==> src/design/skf_pkg.sv <==
// Shared types and constants for the scalar Kalman filter.
`default_nettype none
package skf_pkg;

  localparam int EST_W = 16;
  localparam int VAR_W = 32;
  localparam int CFG_IDX_W = 4;

  typedef logic [EST_W-1:0]     est_t;
  typedef logic [VAR_W-1:0]     var_t;
  typedef logic [CFG_IDX_W-1:0] cfg_idx_t;

  localparam cfg_idx_t REG_INIT_ESTIMATE     = 4'd0;
  localparam cfg_idx_t REG_INIT_VARIANCE     = 4'd1;
  localparam cfg_idx_t REG_MEASUREMENT_NOISE = 4'd2;
  localparam cfg_idx_t REG_PROCESS_NOISE     = 4'd3;

  localparam est_t RST_ESTIMATE = 16'd15000;
  localparam var_t RST_VARIANCE = 32'd1678;
  localparam var_t RST_MEAS_NOISE = 32'd16777;
  localparam var_t RST_PROC_NOISE = 32'd1678;

endpackage
`default_nettype wire

==> src/design/skf_ifs.sv <==
// Handshake channel interfaces: sample in, estimate out, register writes.
`default_nettype none
interface skf_in_if;
  import skf_pkg::*;
  logic valid;
  logic ready;
  est_t sample;
  modport source (output valid, output sample, input ready);
  modport sink (input valid, input sample, output ready);
endinterface

interface skf_out_if;
  import skf_pkg::*;
  logic valid;
  logic ready;
  est_t estimate_out;
  modport source (output valid, output estimate_out, input ready);
  modport sink (input valid, input estimate_out, output ready);
endinterface

interface skf_cfg_if;
  import skf_pkg::*;
  logic     valid;
  logic     ready;
  cfg_idx_t index;
  var_t     data;
  modport source (output valid, output index, output data, input ready);
  modport sink (input valid, input index, input data, output ready);
endinterface
`default_nettype wire

==> src/design/skf_div.sv <==
// Radix-2 restoring divider producing the fractional gain one bit per cycle.
`default_nettype none
module skf_div #(
  parameter int FracBits = 24
) (
  input  wire logic              clk,
  input  wire logic              rst,
  input  wire logic              start,
  input  wire logic [31:0]       numer,
  input  wire logic [32:0]       denom,
  output logic                   done,
  output logic [FracBits:0]      quot
);
  import skf_pkg::*;

  localparam int CW = $clog2(FracBits);

  logic          running;
  logic [CW-1:0] cnt;
  logic [32:0]   rem;
  logic [33:0]   shifted;
  logic          ge;
  logic          int_bit;

  assign int_bit = {1'b0, numer} >= denom;
  assign shifted = {rem, 1'b0};
  assign ge      = shifted >= {1'b0, denom};

  always_ff @(posedge clk) begin
    if (rst) begin
      running <= 1'b0;
      done    <= 1'b0;
      cnt     <= '0;
    end else begin
      done <= 1'b0;
      if (start) begin
        running <= 1'b1;
        cnt     <= '0;
      end else if (running) begin
        cnt <= cnt + 1'b1;
        if (cnt == CW'(FracBits - 1)) begin
          running <= 1'b0;
          done    <= 1'b1;
        end
      end
    end
  end

  always_ff @(posedge clk) begin
    if (start) begin
      rem  <= int_bit ? ({1'b0, numer} - denom) : {1'b0, numer};
      quot <= {{FracBits{1'b0}}, int_bit};
    end else if (running) begin
      rem  <= ge ? 33'(shifted - {1'b0, denom}) : shifted[32:0];
      quot <= {quot[FracBits-1:0], ge};
    end
  end

endmodule
`default_nettype wire

==> src/design/scalar_kalman_filter_top.sv <==
// Top level of the scalar Kalman filter over unsigned 16-bit samples.
//
// Channels: in_ch takes one sample per transfer, out_ch gives one updated
// estimate per sample, cfg writes registers by index (0 initial estimate,
// 1 initial variance, 2 measurement noise, 3 process noise). Writing index
// 0 or 1 also loads the estimate or variance state. cfg is always ready.
// The gain comes from a one-bit-per-cycle divider over the registered
// denominator, then estimate and variance are formed by bit-serial
// shift-add over gain and 1-gain and go to the result register. One
// sample is in work at a time: a new sample is taken only once the
// previous one has passed its result to the output register.
// Reset (synchronous, rst high) loads the estimate 15000, variance 1678,
// measurement noise 16777 and process noise 1678 and empties the block.
// A result waits in the output register while out_ch stalls; the next sample
// is already taken and worked on, and holds before writing its result until
// the output register is free.
`default_nettype none
module scalar_kalman_filter_top #(
  parameter int VAR_FRAC_BITS = 24
) (
  input wire logic  clk,
  input wire logic  rst,
  skf_in_if.sink    in_ch,
  skf_out_if.source out_ch,
  skf_cfg_if.sink   cfg
);
  import skf_pkg::*;

  localparam int F  = VAR_FRAC_BITS;
  localparam int CW = $clog2(F);
  localparam logic [F:0] ONE = (F+1)'(1) << F;

  localparam logic [2:0] ST_IDLE = 3'd0;
  localparam logic [2:0] ST_DEN  = 3'd1;
  localparam logic [2:0] ST_GO   = 3'd2;
  localparam logic [2:0] ST_DIV  = 3'd3;
  localparam logic [2:0] ST_MUL  = 3'd4;
  localparam logic [2:0] ST_FIN  = 3'd5;
  localparam logic [2:0] ST_OUT  = 3'd6;

  logic [2:0]    state;
  est_t          estimate;
  var_t          variance;
  var_t          meas_noise;
  var_t          proc_noise;
  est_t          z;
  var_t          prior;
  logic [32:0]   denom;
  logic [F:0]    gain_sr;
  logic [F:0]    keep_sr;
  logic [16:0]   acc_e;
  logic [31:0]   acc_v;
  logic [CW-1:0] cnt;
  est_t          est_res;
  logic          out_valid;

  logic [32:0]   prior_sum;
  logic          div_done;
  logic [F:0]    quot;
  logic [F:0]    gain;
  logic [17:0]   ce;
  logic [17:0]   sum_e;
  logic [32:0]   sum_v;
  logic          in_xfer;
  logic          out_free;

  assign in_ch.ready         = (state == ST_IDLE);
  assign in_xfer             = in_ch.valid && in_ch.ready;
  assign cfg.ready           = 1'b1;
  assign out_ch.valid        = out_valid;
  assign out_ch.estimate_out = est_res;
  assign out_free            = !out_valid || out_ch.ready;

  assign prior_sum = {1'b0, variance} + {1'b0, proc_noise};
  assign gain      = (denom == 33'd0) ? '0 : quot;
  assign ce        = (keep_sr[0] ? {2'b0, estimate} : 18'd0) + (gain_sr[0] ? {2'b0, z} : 18'd0);
  assign sum_e     = {1'b0, acc_e} + ce;
  assign sum_v     = {1'b0, acc_v} + (keep_sr[0] ? {1'b0, prior} : 33'd0);

  skf_div #(.FracBits(F)) u_div (
    .clk   (clk),
    .rst   (rst),
    .start (state == ST_GO),
    .numer (prior),
    .denom (denom),
    .done  (div_done),
    .quot  (quot)
  );

  always_ff @(posedge clk) begin
    if (rst) begin
      state      <= ST_IDLE;
      out_valid  <= 1'b0;
      estimate   <= RST_ESTIMATE;
      variance   <= RST_VARIANCE;
      meas_noise <= RST_MEAS_NOISE;
      proc_noise <= RST_PROC_NOISE;
      cnt        <= '0;
    end else begin
      if (state == ST_OUT && out_free) begin
        out_valid <= 1'b1;
      end else if (out_ch.ready) begin
        out_valid <= 1'b0;
      end
      if (cfg.valid) begin
        case (cfg.index)
          REG_INIT_ESTIMATE:     estimate   <= cfg.data[EST_W-1:0];
          REG_INIT_VARIANCE:     variance   <= cfg.data;
          REG_MEASUREMENT_NOISE: meas_noise <= cfg.data;
          REG_PROCESS_NOISE:     proc_noise <= cfg.data;
          default: ;
        endcase
      end
      case (state)
        ST_IDLE: begin
          if (in_xfer) begin
            state <= ST_DEN;
          end
        end
        ST_DEN: state <= ST_GO;
        ST_GO:  state <= ST_DIV;
        ST_DIV: begin
          if (div_done) begin
            cnt   <= '0;
            state <= ST_MUL;
          end
        end
        ST_MUL: begin
          cnt <= cnt + 1'b1;
          if (cnt == CW'(F - 1)) begin
            state <= ST_FIN;
          end
        end
        ST_FIN: begin
          estimate <= sum_e[EST_W-1:0];
          variance <= sum_v[31:0];
          state    <= ST_OUT;
        end
        ST_OUT: begin
          if (out_free) begin
            state <= ST_IDLE;
          end
        end
        default: state <= ST_IDLE;
      endcase
    end
  end

  always_ff @(posedge clk) begin
    if (in_xfer) begin
      z     <= in_ch.sample;
      prior <= prior_sum[32] ? 32'hFFFF_FFFF : prior_sum[31:0];
    end
    if (state == ST_DEN) begin
      denom <= {1'b0, prior} + {1'b0, meas_noise};
    end
    if (state == ST_DIV && div_done) begin
      gain_sr <= gain;
      keep_sr <= ONE - gain;
      acc_e   <= '0;
      acc_v   <= '0;
    end
    if (state == ST_MUL) begin
      acc_e   <= sum_e[17:1];
      acc_v   <= sum_v[32:1];
      gain_sr <= gain_sr >> 1;
      keep_sr <= keep_sr >> 1;
    end
    if (state == ST_OUT && out_free) begin
      est_res <= estimate;
    end
  end

endmodule
`default_nettype wire

==> src/flat_wrapper.sv <==
// flat-port wrapper written by rule: the top's interface ports become plain ports
module scalar_kalman_filter_top_flat import skf_pkg::*;
#(
  parameter int VAR_FRAC_BITS = 24
)
  (clk, rst, in_ch_valid, in_ch_sample, in_ch_ready, out_ch_valid, out_ch_estimate_out, out_ch_ready, cfg_valid, cfg_index, cfg_data, cfg_ready);
  skf_in_if in_ch_i ();
  skf_out_if out_ch_i ();
  skf_cfg_if cfg_i ();
  input wire logic clk;
  input wire logic rst;
  input wire logic [$bits(in_ch_i.valid)-1:0] in_ch_valid;
  input wire logic [$bits(in_ch_i.sample)-1:0] in_ch_sample;
  output wire logic [$bits(in_ch_i.ready)-1:0] in_ch_ready;
  output wire logic [$bits(out_ch_i.valid)-1:0] out_ch_valid;
  output wire logic [$bits(out_ch_i.estimate_out)-1:0] out_ch_estimate_out;
  input wire logic [$bits(out_ch_i.ready)-1:0] out_ch_ready;
  input wire logic [$bits(cfg_i.valid)-1:0] cfg_valid;
  input wire logic [$bits(cfg_i.index)-1:0] cfg_index;
  input wire logic [$bits(cfg_i.data)-1:0] cfg_data;
  output wire logic [$bits(cfg_i.ready)-1:0] cfg_ready;
  assign in_ch_i.valid = in_ch_valid;
  assign in_ch_i.sample = in_ch_sample;
  assign in_ch_ready = in_ch_i.ready;
  assign out_ch_valid = out_ch_i.valid;
  assign out_ch_estimate_out = out_ch_i.estimate_out;
  assign out_ch_i.ready = out_ch_ready;
  assign cfg_i.valid = cfg_valid;
  assign cfg_i.index = cfg_index;
  assign cfg_i.data = cfg_data;
  assign cfg_ready = cfg_i.ready;
  scalar_kalman_filter_top #(.VAR_FRAC_BITS(VAR_FRAC_BITS)) u_core (.clk(clk), .rst(rst), .in_ch(in_ch_i), .out_ch(out_ch_i), .cfg(cfg_i));
endmodule
==> config.mk <==
export PLATFORM = sky130hd
export DESIGN_NAME = scalar_kalman_filter_top_flat
export DESIGN_NICKNAME = d
export VERILOG_FILES = /design/src/design/skf_pkg.sv /design/src/design/skf_ifs.sv /design/src/design/skf_div.sv /design/src/design/scalar_kalman_filter_top.sv /design/src/flat_wrapper.sv
export SDC_FILE = /design/constraint.sdc
export NUM_CORES = 1
export LEC_CHECK = 0
export BUFFER_PORTS_ARGS = -buffer_cell sky130_fd_sc_hd__buf_2
export CORE_MARGIN = 5
export CORE_UTILIZATION = 30
export CTS_BUF_LIST = sky130_fd_sc_hd__clkbuf_4
export DETAILED_ROUTE_END_ITERATION = 6
export GPL_ROUTABILITY_DRIVEN = 1
export GPL_TIMING_DRIVEN = 0
export PLACE_DENSITY = 0.53
export SYNTH_ARGS = -nofsm -noshare
export SYNTH_HDL_FRONTEND = slang
export SYNTH_SLANG_ARGS = --single-unit
==> constraint.sdc <==
create_clock -name clk -period 6.7 [get_ports clk]
set_input_delay 0.67 -clock clk [delete_from_list [all_inputs] [get_ports clk]]
set_output_delay 0.67 -clock clk [all_outputs]
set_load 0.01 [all_outputs]
==> impl_metrics.tcl <==
set metrics [dict create \
    status "finished, final reports clean" \
    pwr_density_cell_mw_per_mm2 260.3 \
    cts_root_buf "clkbuf_4" \
    grt_pass1_vias 20280 \
    whs_ns 0.08688 \
    use_met3_pct 2.701 \
    setup_viol_count_final 0 \
    arrival_ns 5.90 \
    r2r_setup_slack_ns 1.38 \
    async_reset_ff_share_pct 0 \
    drtPass1Iterations 7 \
    fin_crit_ns 5.320 \
    power_frac_comb_pct 31.1 \
    ys_seq_area_share_pct 40.00 \
    wirelength_um 75980 \
    synth_cell_types 76 \
    drv_cap 0 \
    nFillCells 8571 \
    drv_slew 0 \
    synth-seq-cells 382 \
    dp_hpwl_um 59100 \
    core_region_area_mm2 0.08211 \
    clock_power_share_pct 30.4 \
    cellInternalPower_mw 4.837 \
    synth.largest_area_cell "edfxtp_1" \
    clock_latency_ns 0.90 \
    place_congestion 0.8900 \
    fin_nets 3203 \
    num_vias 20600 \
    synth_area_per_cell_um2 9.084 \
    clock_skew_ns 0.07434 \
    cts_buffers 108 \
    clk_pin_slew_worst_paths_ns 0.06 \
    cts_sinks 382 \
    final_core_utilization_pct 34.49 \
    grt_overflow_total 0 \
    tritoncts "built" \
    switching_share_pct 34.38 \
    die_w_um 297.7 \
    antenna_found_initial 7 \
    grt_usage_pct 16.66 \
    hold_viol 0 \
    tns_ns 0 \
    holdPathStages 3 \
    cp-end-kind "flip-flop" \
    yosys_warnings 0 \
    area_growth_pct 14.06 \
    synth_top_cell_area_share_pct 27.58 \
    rsz0062_at_grt "false" \
    synth_edf_count 228 \
    hp-start "cfg_data[18]" \
    worst-slew-pin-transition_ns 1.013 \
    cp-start-kind "flip-flop" \
    post_cts.repair.setup_buffers 0 \
    path_max_fanout 10 \
    gr-usage-met1_pct 22.01 \
    synth_area_leaders "edfxtp_1 28%, dfxtp_1 12%, ha_1 9.1%" \
    ant_nets 0 \
    io_pins 76 \
    leakagePower_nw 11.70 \
    synth_nets 2992 \
    worstHoldEndpoint "u_core.meas_noise[18]" \
    placementRows 105 \
    required_ns 7.28 \
    viasPerCell 5.009 \
    syn_inst 2733 \
    r2r_end "u_core.u_div.rem[13]" \
    htree_levels 3 \
    use_met2_pct 27.81 \
    p_switching_mw 2.535 \
    grt_max_degree 54 \
    p_seq_share_pct 38.5 \
    cts_resized 0 \
    wl_per_cell_um 18.47 \
    syn_area_mm2 0.02483 \
    hp-class "primary input to flip-flop" \
    grt_pass1_wl_um 116600 \
    r2r-start "u_core.denom[1]" \
    ys.flop_type "edfxtp_1" \
    crit_type "flip-flop to flip-flop" \
    drc_errors 0 \
    rr_worst_depth 13 \
    clk_path_buf_depth 3 \
    irDropWorstVdd_uv 142.8 \
    dieArea_mm2 0.08861 \
    die_h_um 297.7 \
    hold_buffers 23 \
    yosys-top-cells-count "445 x nand2_1, 228 x edfxtp_1, 204 x a21oi_1" \
    slew_headroom_pct 32.45 \
    start_util_pct 30.24 \
    fmax_mhz 188.0 \
    io_buffers 74 \
    dr.first_iter.drc_count 1136 \
    timing.final.crit_share_pct 79.40 \
    layout-drive-gt1-share_pct 10.04 \
    busiest_layer "met2" \
    synth_most_common_cell "nand2_1" \
]
-- power by group through the flow --
stage               clock network, mW  logic (mW)  registers [mW]
detailed placement                  0        2.26            2.89
global route                     2.45        2.55            2.86
CTS                              2.31        2.29            2.84
finish                           2.24        2.29            2.84
global placement                    0        2.26            2.89
floorplan                           0        1.74            2.84
-- logic make-up (layout without fill, tap and decap cells) --
kind of cell	Yosys count	in the layout	synth area share, %
xor+xnor	166	166	5.856
compound gates	666	666	17.32
simple gates	977	977	18.20
flops	382	382	40.00
other cells	1	6	0.01510
mux	101	101	4.102
fa+ha+maj	202	202	10.85
buf+inv	238	543	3.669
-- worst max-delay path by stage --
| stage | to | slack (ns) | from | cells after the start |
|---|---|---|---|---|
| after floorplan | u_core.acc_e[16] | 2.51 | u_core.keep_sr[0] | 17 |
| after global placement | u_core.cnt[2] | 0.72 | u_core.state[1] | 7 |
| after detailed placement | u_core.u_div.rem[13] | 1.33 | u_core.denom[1] | 13 |
| after CTS | u_core.u_div.rem[13] | 1.35 | u_core.denom[1] | 13 |
| after global routing | u_core.u_div.rem[23] | 1.13 | u_core.denom[1] | 13 |
| final | u_core.u_div.rem[13] | 1.38 | u_core.denom[1] | 13 |
-- layout by cell type, fill, tap and decap left out, drive strengths merged, types with 14 or more instances in the layout --
cell type and n:
nand3 61, ha 180, inv 126, nor2b 20, a21o 75, o31ai 15
nand2 445, dlygate4sd3 23, dfxtp 154, and3 23, mux2i 95, o21bai 37
or3 14, a211oi 25, clkinv 39, o21a 27, a31oi 22, fa 22
buf 91, nand2b 30, clkbuf 262, a311oi 36, xnor2 108, nor4 15
nor2 186, a21oi 204, xor2 58, o21ai 128, nand4 21, and2 75
nor3 33, edfxtp 228
-- area by class of cell --
type | instances | area, um2 | area share (%)
Multi-Input combinational cell | 2113 | 14010 | 49.49
Sequential cell | 382 | 9930 | 35.07
Tap cell | 1070 | 1339 | 4.728
Clock buffer | 160 | 1201 | 4.242
Timing Repair Buffer | 101 | 670.6 | 2.368
Inverter | 123 | 461.7 | 1.631
Buffer | 115 | 449.2 | 1.586
Clock inverter | 44 | 237.7 | 0.8396
Antenna cell | 5 | 12.51 | 0.04419
-- critical path, stage by stage, from the launching register on --
cell      delay [ns]
edfxtp_1        0.51
inv_1           0.16
ha_1            0.34
nor2b_1         0.15
o31a_1          0.29
o311ai_0        0.46
o211ai_1        0.33
o21ai_0         0.39
o21ai_0         0.34
a31o_2          0.36
o21ai_1         0.76
clkbuf_1        0.58
mux2i_1         0.30
mux2i_1         0.09
-- registers in the layout (all words and copies together) (netlist names) --
signal	count
u_core.proc_noise	32
u_core.meas_noise	32
u_core.variance	32
u_core.u_div.done	1
u_core.out_ch.valid	1
u_core.denom	33
u_core.u_div.quot	25
u_core.keep_sr	25
u_core.state	3
u_core.cnt	5
u_core.acc_e	17
u_core.u_div.running	1
u_core.prior	32
u_core.estimate	16
u_core.u_div.rem	33
u_core.z	16
u_core.out_ch.estimate_out	16
u_core.acc_v	32
u_core.gain_sr	25
u_core.u_div.cnt	5
-- routing by layer --
metal | routed length (um) | vias to the layer above | part of all wire, %
met5 | 27 | - | 0.036
met1 | 34900 | 9654 | 46
li1 | - | 10330 | -
met4 | 2090 | 4 | 2.8
met2 | 35250 | 488 | 46
met3 | 3713 | 128 | 4.9
-- through the flow --
stage          cells  worst slack [ns]  area (um2)  power, mW
2_1_floorplan   2733             2.507       24830      4.573
3_3_place_gp    3877            0.7179       26540      5.159
3_5_place_dp    3881             1.326       26630      5.154
4_1_cts         4108             1.348       28300      7.442
5_1_grt         4109             1.128       28310      7.855
6_report        4113             1.380       28320      7.372
Power figures use the tool's default switching activity.
